<file path="src/sv/fird_pkg.sv">
`timescale 1ns / 1ps

package fird_pkg;

  localparam int TAPS        = 31;
  localparam int SAMPLE_BITS = 16;
  localparam int COEF_BITS   = 16;
  localparam int COEF_COUNT  = 31;
  localparam int FRAC_BITS   = 13;
  localparam int OUT_BITS    = 21;

  localparam int TAP_W  = $clog2(TAPS);
  localparam int PROD_W = SAMPLE_BITS + COEF_BITS;
  localparam int ACC_W  = PROD_W + $clog2(TAPS) + 1;

  localparam int ADDR_W = 3;
  localparam int DATA_W = 32;

  localparam logic [TAP_W-1:0] LAST_TAP = TAP_W'(TAPS - 1);

  typedef enum logic [0:0] {
    REG_FILTER_MODE = 1'b0
  } reg_idx_e;

  typedef enum logic [2:0] {
    ST_IDLE,
    ST_FILL,
    ST_WRITE,
    ST_MAC,
    ST_DRAIN,
    ST_DONE
  } state_e;

  typedef struct packed {
    logic load;
    logic fill;
    logic write;
    logic issue;
    logic out_load;
  } cmd_t;

  typedef struct packed {
    logic idx_last;
    logic pipe_busy;
  } sts_t;

  // Low-pass taps, pre-divided by their sum, Q2.13.
  localparam logic signed [COEF_BITS-1:0] LP_COEF [COEF_COUNT] = '{
    -16'sd119, 16'sd21, 16'sd37, 16'sd62, 16'sd97, 16'sd141, 16'sd191, 16'sd245,
    16'sd303, 16'sd360, 16'sd415, 16'sd464, 16'sd505, 16'sd537, 16'sd556,
    16'sd563,
    16'sd556, 16'sd537, 16'sd505, 16'sd464, 16'sd415, 16'sd360, 16'sd303,
    16'sd245, 16'sd191, 16'sd141, 16'sd97, 16'sd62, 16'sd37, 16'sd21, -16'sd119
  };

  // Antisymmetric differentiator taps, Q2.13.
  localparam logic signed [COEF_BITS-1:0] DIFF_COEF [COEF_COUNT] = '{
    16'sd12036, 16'sd12182, 16'sd12135, 16'sd11908, 16'sd11513, 16'sd10964,
    16'sd10274, 16'sd9456, 16'sd8525, 16'sd7493, 16'sd6376, 16'sd5187,
    16'sd3941, 16'sd2651, 16'sd1333,
    16'sd0,
    -16'sd1333, -16'sd2651, -16'sd3941, -16'sd5187, -16'sd6376, -16'sd7493,
    -16'sd8525, -16'sd9456, -16'sd10274, -16'sd10964, -16'sd11513, -16'sd11908,
    -16'sd12135, -16'sd12182, -16'sd12036
  };

  function automatic logic signed [COEF_BITS-1:0] coef_f(logic mode,
                                                         logic [TAP_W-1:0] age);
    logic signed [COEF_BITS-1:0] c;
    c = '0;
    if (int'(age) < COEF_COUNT) begin
      c = mode ? DIFF_COEF[age] : LP_COEF[age];
    end
    return c;
  endfunction

endpackage

</file>
<file path="src/sv/fird_datapath.sv">
`timescale 1ns / 1ps

module fird_datapath import fird_pkg::*; (
  input  logic                          clk_i,
  input  logic                          rst_ni,
  input  cmd_t                          cmd_i,
  output sts_t                          sts_o,
  input  logic                          mode_i,
  input  logic signed [SAMPLE_BITS-1:0] sample_in_i,
  output logic signed [OUT_BITS-1:0]    filtered_out_o
);

  logic signed [SAMPLE_BITS-1:0] ring_q [TAPS];
  logic signed [SAMPLE_BITS-1:0] sample_q;
  logic signed [SAMPLE_BITS-1:0] rdata_q;
  logic signed [COEF_BITS-1:0]   coef_q;
  logic signed [PROD_W-1:0]      prod_q;
  logic signed [ACC_W-1:0]       acc_q;
  logic signed [OUT_BITS-1:0]    filt_q;
  logic [TAP_W-1:0]              wp_q, wp_d;
  logic [TAP_W-1:0]              rd_addr_q, rd_addr_d;
  logic [TAP_W-1:0]              idx_q, idx_d;
  logic                          v1_q, v2_q;
  logic                          wr_en;
  logic [TAP_W-1:0]              wr_addr;

  always_comb begin
    wr_en     = cmd_i.fill | cmd_i.write;
    wr_addr   = cmd_i.fill ? idx_q : wp_q;
    wp_d      = wp_q;
    rd_addr_d = rd_addr_q;
    idx_d     = idx_q;
    if (cmd_i.load) begin
      idx_d = '0;
    end
    if (cmd_i.fill) begin
      if (idx_q == LAST_TAP) begin
        // Ring primed: newest sample sits in slot zero.
        idx_d     = '0;
        rd_addr_d = '0;
        wp_d      = (LAST_TAP == '0) ? '0 : TAP_W'(1);
      end else begin
        idx_d = idx_q + TAP_W'(1);
      end
    end
    if (cmd_i.write) begin
      rd_addr_d = wp_q;
      wp_d      = (wp_q == LAST_TAP) ? '0 : wp_q + TAP_W'(1);
      idx_d     = '0;
    end
    if (cmd_i.issue) begin
      // Walk back from the newest sample toward the oldest.
      rd_addr_d = (rd_addr_q == '0) ? LAST_TAP : rd_addr_q - TAP_W'(1);
      idx_d     = (idx_q == LAST_TAP) ? '0 : idx_q + TAP_W'(1);
    end
  end

  always_ff @(posedge clk_i or negedge rst_ni) begin
    if (!rst_ni) begin
      wp_q      <= '0;
      rd_addr_q <= '0;
      idx_q     <= '0;
      v1_q      <= 1'b0;
      v2_q      <= 1'b0;
    end else begin
      wp_q      <= wp_d;
      rd_addr_q <= rd_addr_d;
      idx_q     <= idx_d;
      v1_q      <= cmd_i.issue;
      v2_q      <= v1_q;
    end
  end

  // Sample store: one write port, one registered read port.
  always_ff @(posedge clk_i) begin
    if (wr_en) begin
      ring_q[wr_addr] <= sample_q;
    end
    if (cmd_i.issue) begin
      rdata_q <= ring_q[rd_addr_q];
    end
  end

  always_ff @(posedge clk_i) begin
    if (cmd_i.load) begin
      sample_q <= sample_in_i;
    end
    if (cmd_i.issue) begin
      coef_q <= coef_f(mode_i, idx_q);
    end
    if (v1_q) begin
      prod_q <= rdata_q * coef_q;
    end
    if (cmd_i.load) begin
      acc_q <= '0;
    end else if (v2_q) begin
      acc_q <= acc_q + ACC_W'(prod_q);
    end
    if (cmd_i.out_load) begin
      // Drop the fraction bits: arithmetic shift rounds toward minus infinity.
      filt_q <= acc_q[FRAC_BITS+OUT_BITS-1:FRAC_BITS];
    end
  end

  assign sts_o.idx_last  = (idx_q == LAST_TAP);
  assign sts_o.pipe_busy = v1_q | v2_q;
  assign filtered_out_o  = filt_q;

endmodule

</file>
<file path="src/sv/fird_ctrl.sv">
`timescale 1ns / 1ps

module fird_ctrl import fird_pkg::*; (
  input  logic clk_i,
  input  logic rst_ni,
  input  logic in_valid_i,
  output logic in_ready_o,
  output logic out_valid_o,
  input  logic out_ready_i,
  input  sts_t sts_i,
  output cmd_t cmd_o
);

  state_e state_q, state_d;
  logic   not_primed_q, not_primed_d;
  logic   out_valid_q, out_valid_d;

  always_ff @(posedge clk_i or negedge rst_ni) begin
    if (!rst_ni) begin
      state_q      <= ST_IDLE;
      not_primed_q <= 1'b1;
      out_valid_q  <= 1'b0;
    end else begin
      state_q      <= state_d;
      not_primed_q <= not_primed_d;
      out_valid_q  <= out_valid_d;
    end
  end

  always_comb begin
    state_d      = state_q;
    not_primed_d = not_primed_q;
    out_valid_d  = out_valid_q & ~out_ready_i;
    cmd_o        = '0;
    in_ready_o   = 1'b0;
    unique case (state_q)
      ST_IDLE: begin
        in_ready_o = 1'b1;
        if (in_valid_i) begin
          cmd_o.load = 1'b1;
          state_d    = not_primed_q ? ST_FILL : ST_WRITE;
        end
      end
      ST_FILL: begin
        cmd_o.fill = 1'b1;
        if (sts_i.idx_last) begin
          not_primed_d = 1'b0;
          state_d      = ST_MAC;
        end
      end
      ST_WRITE: begin
        cmd_o.write = 1'b1;
        state_d     = ST_MAC;
      end
      ST_MAC: begin
        cmd_o.issue = 1'b1;
        if (sts_i.idx_last) begin
          state_d = ST_DRAIN;
        end
      end
      ST_DRAIN: begin
        if (!sts_i.pipe_busy) begin
          state_d = ST_DONE;
        end
      end
      ST_DONE: begin
        // Hold the result until the output register frees up.
        if (!out_valid_q || out_ready_i) begin
          cmd_o.out_load = 1'b1;
          out_valid_d    = 1'b1;
          state_d        = ST_IDLE;
        end
      end
      default: begin
        state_d = ST_IDLE;
      end
    endcase
  end

  assign out_valid_o = out_valid_q;

`ifndef NO_ASSERTIONS
  a_accept_leaves_idle: assert property (@(posedge clk_i) disable iff (!rst_ni)
    (in_valid_i && in_ready_o) |=> (state_q != ST_IDLE))
    else $error("item accepted but controller stayed idle");

  a_prime_once: assert property (@(posedge clk_i) disable iff (!rst_ni)
    (state_q == ST_FILL && sts_i.idx_last) |=> !not_primed_q)
    else $error("ring fill finished without clearing prime flag");

  a_write_after_prime: assert property (@(posedge clk_i) disable iff (!rst_ni)
    (state_q == ST_WRITE) |-> !not_primed_q)
    else $error("single-slot write before ring was primed");

  a_no_overwrite: assert property (@(posedge clk_i) disable iff (!rst_ni)
    cmd_o.out_load |-> (!out_valid_q || out_ready_i))
    else $error("result overwritten before it was taken");

  a_drain_quiet: assert property (@(posedge clk_i) disable iff (!rst_ni)
    (state_q == ST_DONE) |-> !sts_i.pipe_busy)
    else $error("result taken while accumulation still in flight");
`endif

endmodule

</file>
<file path="src/sv/fir_lowpass_or_differentiator.sv">
`timescale 1ns / 1ps

// 31-tap FIR filter with a low-pass and a differentiator coefficient set,
// selected by filter_mode (byte address 0, bit 0). One 16-bit signed sample
// in gives one 21-bit signed output, floor(sum(coef * sample) / 2^13) with
// Q2.13 coefficients, newest sample on coefficient 0. A single shared
// multiply-accumulate walks the 31 taps out of the sample memory, one read a
// cycle, and a new item is accepted only once the result is in the output
// register. The first item after reset also fills every memory slot with its
// sample, one slot a cycle. A finished result waits in the output register
// while the next item is accepted.
module fir_lowpass_or_differentiator import fird_pkg::*; (
  input  logic                          clk_i,
  input  logic                          rst_ni,
  input  logic                          psel,
  input  logic                          penable,
  input  logic                          pwrite,
  input  logic [ADDR_W-1:0]             paddr,
  input  logic [DATA_W-1:0]             pwdata,
  output logic [DATA_W-1:0]             prdata,
  output logic                          pready,
  input  logic                          in_valid_i,
  output logic                          in_ready_o,
  input  logic signed [SAMPLE_BITS-1:0] sample_in_i,
  output logic                          out_valid_o,
  input  logic                          out_ready_i,
  output logic signed [OUT_BITS-1:0]    filtered_out_o
);

  logic     mode_q;
  reg_idx_e reg_idx;
  cmd_t     cmd;
  sts_t     sts;

  assign reg_idx = reg_idx_e'(paddr[2]);
  assign pready  = 1'b1;

  always_ff @(posedge clk_i or negedge rst_ni) begin
    if (!rst_ni) begin
      mode_q <= 1'b0;
    end else if (psel && penable && pwrite && reg_idx == REG_FILTER_MODE) begin
      mode_q <= pwdata[0];
    end
  end

  always_comb begin
    prdata = '0;
    if (reg_idx == REG_FILTER_MODE) begin
      prdata = DATA_W'(mode_q);
    end
  end

  fird_ctrl u_ctrl (
    .clk_i       (clk_i),
    .rst_ni      (rst_ni),
    .in_valid_i  (in_valid_i),
    .in_ready_o  (in_ready_o),
    .out_valid_o (out_valid_o),
    .out_ready_i (out_ready_i),
    .sts_i       (sts),
    .cmd_o       (cmd)
  );

  fird_datapath u_datapath (
    .clk_i          (clk_i),
    .rst_ni         (rst_ni),
    .cmd_i          (cmd),
    .sts_o          (sts),
    .mode_i         (mode_q),
    .sample_in_i    (sample_in_i),
    .filtered_out_o (filtered_out_o)
  );

endmodule
</file>
<file path="config.mk">
export PLATFORM = sky130hd
export DESIGN_NAME = fir_lowpass_or_differentiator
export DESIGN_NICKNAME = d
export VERILOG_FILES = /design/src/sv/fird_pkg.sv /design/src/sv/fird_datapath.sv /design/src/sv/fird_ctrl.sv /design/src/sv/fir_lowpass_or_differentiator.sv
export SDC_FILE = /design/constraint.sdc
export NUM_CORES = 1
export LEC_CHECK = 0
export BUFFER_PORTS_ARGS = -buffer_cell sky130_fd_sc_hd__buf_4
export CORE_MARGIN = 4
export CORE_UTILIZATION = 63
export DETAILED_ROUTE_END_ITERATION = 16
export PLACE_DENSITY_LB_ADDON = 0.25
export SLEW_MARGIN = 5
export SYNTH_ARGS = -nofsm -noshare
export SYNTH_HDL_FRONTEND = slang
export SYNTH_HIERARCHICAL = 1
export SYNTH_SLANG_ARGS = --single-unit
export TNS_END_PERCENT = 20
</file>
<file path="constraint.sdc">
create_clock -name clk_i -period 6.8 [get_ports clk_i]
set_input_delay 1.36 -clock clk_i [delete_from_list [all_inputs] [get_ports clk_i]]
set_output_delay 1.36 -clock clk_i [all_outputs]
set_load 0.01 [all_outputs]
</file>
Yosys cells after proc, flatten, opt, wreduce, memory -nomap -nowiden
Memories as Yosys holds them, arrays and structs flattened. A register that Yosys moved wholly into a read port is not among the register bits. Index checks and enable logic that the tools add are counted.

Bits in read-only memories: 1024. Bits of input ports: 58. Logic and storage cells: 98. Bits in writable memories: 496. Register bits: 146. Memories: 3. Output and inout bits: 56.

Memory list: (no name shown) (depth 32, width 16, rd ports 1, clocked after Yosys merged registers in 0, write ports 0, RTL line fird_pkg.sv:72) `c = mode ? DIFF_COEF[age] : LP_COEF[age];`; (no name shown) (depth 32, width 16, rd ports 1, clocked after Yosys merged registers in 0, write ports 0, RTL line fird_pkg.sv:72); u_datapath.ring_q (depth 31, width 16, rd ports 1, clocked after Yosys merged registers in 1, write ports 1, RTL line fird_datapath.sv:13) `logic signed [SAMPLE_BITS-1:0] ring_q [TAPS];`.

$lt $le $gt $ge: 2. Multipliers: 1. Eq/ne operators: 12. Bitwise gates (word level): 6. Reduce and logical (&&, ||, !) cells: 16. Add/subtract/negate cells: 4. Muxes and demuxes: 40.

Operators with widths (count): 16-bit 2-to-1 mux (5); 5-bit 2-to-1 mux (15); 38-bit by 32-bit adder with 38-bit output (1); 16-bit by 16-bit multiplier with 32-bit output (1); 3-bit one-hot mux with 6 select lines (1); 3-bit 2-to-1 mux (5); 1-bit 2-to-1 mux (13); 5-bit by 1-bit adder with 5-bit output, second input constant (2); 5-bit equality test, second input constant (2); 2-bit inequality test, second input constant (4); 3-bit by 2-bit equality test with 1-bit output, second input constant (2); 3-bit equality test, second input constant (2); 6-bit >= comparator, second input constant (1); 5-bit NOT with 6-bit output (1); 2-bit AND reduction (3); 3-bit nonzero test (2); 5-bit zero test (1); 5-bit less-than comparator, second input constant (1); 5-bit AND reduction (1); 5-bit by 1-bit subtractor with 5-bit output, second input constant (1); 2-bit nonzero test (2); 4-bit nonzero test (1); 3-bit by 1-bit equality test with 1-bit output, second input constant (1); 1-bit logical AND (3); other kinds (8) (10).

Depth between registers and ports, before layout
Depth after elaboration: 6. Mapped depth: 24. Mapped depth without buffers: 23.

Cells and area by module
The synthesis kept the hierarchy.

Modules (own cells, without submodules): fird_datapath (sequential area each 19003.2 µm², cells each 2656, instances 1, area an instance 36836.6 µm²); fird_ctrl (sequential area each 126.4 µm², cells each 32, instances 1, area an instance 331.6 µm²); fir_lowpass_or_differentiator (sequential area each 25.0 µm², cells each 38, instances 1, area an instance 301.5 µm²).

Least setup slack after synthesis
No wires, ideal clock.

Path type: reg-to-reg. Start point: reg u_datapath.rdata_q[15], read port of u_datapath.ring_q. End point: reg u_datapath.prod_q[28], data pin. Slack: 602 ps. Path buffers: 1. Data required time: 6542 ps. Stages on the path, launching flop included: 22. Arrival time: 5940 ps. Period minus slack after synthesis: 6198 ps. Setup time: 258 ps. Cell sequence: edfxtp_1 > clkbuf_1 > nand2_1 > inv_1 > fa_1 > fa_1 > fa_1 > fa_1 > fa_1 > inv_1 > fa_1 > inv_1 > ha_1 > a21o_1 > a21oi_1 > o21bai_1 > a2111oi_0 > nor2_1 > a311o_1 > a21o_1 > a21oi_1 > xnor2_1.

Cells in the longest elaborated chain, start to end: 1.

RTL lines: start, declared (RTL line fird_datapath.sv:15) `logic signed [SAMPLE_BITS-1:0] rdata_q;`; 16-bit by 16-bit multiplier with 32-bit output (RTL line fird_datapath.sv:92) `prod_q <= rdata_q * coef_q;`; end signal, assigned (RTL line fird_datapath.sv:92); end, declared (RTL line fird_datapath.sv:17) `logic signed [PROD_W-1:0] prod_q;`.

Every way passes these cells. A chain may end at the register's enable or synchronous reset.

Worst setup path after layout
Start point: reg u_datapath.rdata_q[7], read port of u_datapath.ring_q. End point: reg u_datapath.prod_q[31], data pin.

Same word-level chain as after synthesis.

==> flow_metrics.env <==
export IMPL_largest_net_degree_at_the_start_of_global_routing=81
export IMPL_global_route_overflow=0
export IMPL_cts_max_path_buffers=3
export IMPL_drt_vias_per_instance=6.059
export IMPL_grt_pass1_vias=23020
export IMPL_route_detailed_wl_per_inst_um=22.41
export IMPL_mostFrequentLayoutCells="596 x edfxtp_1, 311 x inv_1, 264 x fa_1, 219 x nand2_1, 146 x nor2_1"
export IMPL_chipWidth_um=251.9
export IMPL_finalNetCount=3256
export IMPL_hold_path_class="flop to flop"
export IMPL_antenna_diode_count=0
export IMPL_synth_main_ff_cell="edfxtp_1"
export IMPL_final_layout_size_suffix_gt1_share_pct=14.97
export IMPL_count_of_endpoints_failing_hold_in_the_final_timing_report=0
export IMPL_path_max_fanout=9
export IMPL_cts_tree="yes"
export IMPL_clock_tree_htree_level_count=3
export IMPL_timing_max_transition_violations_final=0
export IMPL_clock_pin_transition_on_the_worst_setup_and_hold_timing_paths_ns=0.06
export IMPL_synth_compound_gate_area_share_pct=5.627
export IMPL_floorplan_die_area_um2=63440
export IMPL_numClockSinks=653
export IMPL_hold_path_startpoint="u_datapath/acc_q[33]$_SDFFE_PP0P_"
export IMPL_setup_viol_count_final=0
export IMPL_antenna_found_initial=1
export IMPL_post_cts_hold_buffer_count=0
export IMPL_worstPathArrival_ns=6.90
export IMPL_grt_first_pass_wirelength_um=128700
export IMPL_fin_cells=3632
export IMPL_synth_simple_gate_area_share_pct=7.640
export IMPL_parity_gate_share_of_the_synthesized_area_counting_xor_and_xnor_cells_pct=1.566
export IMPL_buffer_ports_inserted=48
export IMPL_worstSkewPairLatency_ns=0.62
export IMPL_synthesis_instances=2726
export IMPL_maxClockFrequency_mhz=152.7
export IMPL_r2r_cells=21
export IMPL_fin_crit_sh_pct=96.28
export IMPL_outcome="complete, no violations"
export IMPL_cts_buffers=67
export IMPL_cts_root_buffer="clkbuf_16"
export IMPL_post_route_util_pct=69.74
export IMPL_finalWeightedCongestion=0.9056
export IMPL_synth_edff_count=596
export IMPL_io_pins=114
export IMPL_dpl_hpwl_um=52680
export IMPL_syn_avg_cell_area_um2=13.75
export IMPL_synth_area_um2=37470
export IMPL_core_region_area_um2=58910
export IMPL_max_cap_viol_count=0
export IMPL_critical_path_class="flop to flop"
export IMPL_worstSetupEndpointType="flop"
export IMPL_final_worst_clock_skew_ns=0.03845
export IMPL_dpl_cell_count=3488
export IMPL_reg2reg_setup_slack_ns=0.25
export IMPL_crit_reg2reg_launch="u_datapath/rdata_q[7]$_DFFE_PP_"
export IMPL_share_of_synthesized_area_spent_on_multiplexers_pct=10.47
export IMPL_wl_um=81410
export IMPL_postRouteAntennaNets=0
export IMPL_worst_slew_pin_transition_ns=1.181
export IMPL_slew_limit_headroom_pct=20.88
export IMPL_detail_route_iter0_violations=1969
export IMPL_initial_standard_cell_utilization_of_the_core_pct=63.61
export IMPL_yosys_area_share_adder_pct=18.47
export IMPL_dp_slack_ns=0.2121
export IMPL_syn_to_final_growth_pct=9.637
export IMPL_setup_ws_ns=0.2529
export IMPL_r2r_end="u_datapath/prod_q[31]$_DFFE_PP_"
export IMPL_fillers=3824
export IMPL_drc=0
export IMPL_synth_ff_latch_count=653
export IMPL_dieHeight_um=251.9
export IMPL_hold_worst_path_end="u_datapath/filtered_out_o[20]$_DFFE_PP_"
export IMPL_final_period_minus_worst_setup_slack_ns=6.547
export IMPL_mostFrequentLayoutCell="edfxtp_1"
export IMPL_ys_types=84
export IMPL_core_rowCount=89
export IMPL_routed_via_count=22010
export IMPL_synth_yosys_seq_area_share_pct=51.12
export IMPL_min_path_cells=0
export IMPL_setup_worst_path_start_class="flop"
export IMPL_async_reset_ff_share_pct=3.522
export IMPL_drt_first_pass_iters=5
export IMPL_synth_top_family_by_area="adder cells"
export IMPL_global_route_usage_total_pct=26.26
export IMPL_yosys_warnings=6
export IMPL_grt_setup_unrepaired="true"
export IMPL_required_worst_endpoint_ns=7.15
==> area by class of cell <==
class	count	area (µm²)	area share (%)
Sequential cell	653	19160	46.65
Multi-Input combinational cell	1634	16560	40.30
Clock buffer	87	1813	4.413
Inverter	316	1186	2.887
Timing Repair Buffer	132	1041	2.534
Tap cell	773	967.2	2.354
Clock inverter	37	351.6	0.8558
==> state kept, by name, summed over array words and instances (netlist names) <==
signal	count
u_datapath/prod_q	32
u_datapath/acc_q	34
u_datapath/ring_q	496
u_datapath/rdata_q	16
u_ctrl/state_q	3
u_datapath/coef_q	15
u_datapath/v2_q	1
u_datapath/sample_q	16
u_datapath/rd_addr_q	5
u_ctrl/out_valid_o	1
u_datapath/filtered_out_o	21
u_datapath/wp_q	5
mode_q	1
u_ctrl/not_primed_q	1
u_datapath/v1_q	1
u_datapath/idx_q	5
==> critical path: stages, from the launching register on <==
cell	delay (ns)
edfxtp_1	0.56
buf_4	0.25
nand2_1	0.10
fa_1	0.51
inv_1	0.06
fa_1	0.50
fa_1	0.60
fa_1	0.44
fa_1	0.49
inv_1	0.05
fa_1	0.47
inv_1	0.04
ha_1	0.35
o21ai_0	0.18
a31oi_1	0.11
a2111oi_4	0.36
o21bai_1	0.19
a311o_1	0.40
a21o_1	0.20
nand4_1	0.14
a31oi_1	0.13
xnor2_1	0.15
==> worst max path at each step <==
stage,startpoint,endpoint,depth (start not counted)
after floorplan,u_datapath/rdata_q[15]$_DFFE_PP_,u_datapath/prod_q[28]$_DFFE_PP_,21
after global placement,u_datapath/coef_q[1]$_SDFFCE_PP0P_,u_datapath/prod_q[28]$_DFFE_PP_,20
after detailed placement,u_datapath/coef_q[1]$_SDFFCE_PP0P_,u_datapath/prod_q[30]$_DFFE_PP_,21
after CTS,u_datapath/rdata_q[5]$_DFFE_PP_,u_datapath/prod_q[31]$_DFFE_PP_,21
after global routing,u_datapath/coef_q[4]$_SDFFCE_PP0P_,u_datapath/prod_q[31]$_DFFE_PP_,21
final,u_datapath/rdata_q[7]$_DFFE_PP_,u_datapath/prod_q[31]$_DFFE_PP_,21
==> metal layers <==
| layer | up-vias | wire length [µm] | GRT usage, % |
|---|---|---|---|
| met5 | - | 0 | 0 |
| met4 | 0 | 2907 | 8.748 |
| met3 | 192 | 4933 | 4.237 |
| met2 | 894 | 42410 | 46.39 |
| met1 | 11200 | 31160 | 33.65 |
| li1 | 9724 | - | - |
==> synthesized netlist by cell type (20+ instances only) <==
cell      count  area, µm²
mux4_2      145       3266
xor2_1       21      183.9
a21oi_1      79      395.4
clkbuf_1     97      364.1
inv_1       311       1167
a21o_1       28      210.2
nand2b_1     28      175.2
xnor2_1      46      402.9
nand2_1     219      822.0
and2_1      129      807.0
ha_1        130       1627
o21ai_0      81      405.4
nor2_1      154      578.1
edfxtp_1    596      17900
mux2_2       20      225.2
dfxtp_1      34      680.7
mux2i_1      42      420.4
dfrtp_1      22      550.5
fa_1        264       5285
buf_4        33      247.7
nand3_1      22      110.1
==> what timing repair did <==
| item | in CTS | in global routing |
|---|---|---|
| setup buffers | 0 | 20 |
| endpoints found under the setup margin | 0 | 5 |
| hold endpoints to repair | 0 | 0 |
| resized for setup | 0 | 2 |
==> cell families after synthesis <==
kind of cell,after synthesis
buffers and inverters,469
multiplexers,208
AO/OA/AOI/OAI,326
XOR/XNOR,67
AND/OR/NAND/NOR,606
adder cells (fa/ha/maj),395
other,2
flip-flops,653
==> through the flow <==
step                area [µm²]  hold slack, ns  setup TNS, ns
global route             41080          0.4680       -0.02301
detailed placement       38720          0.4491              0
global placement         38720          0.4359              0
CTS                      40880          0.4635              0
finish                   41080          0.4623              0
floorplan                37580          0.4261              0
Power is not shown: default switching activity piles up to over one toggle a cycle in this logic, so the estimate is an artifact.
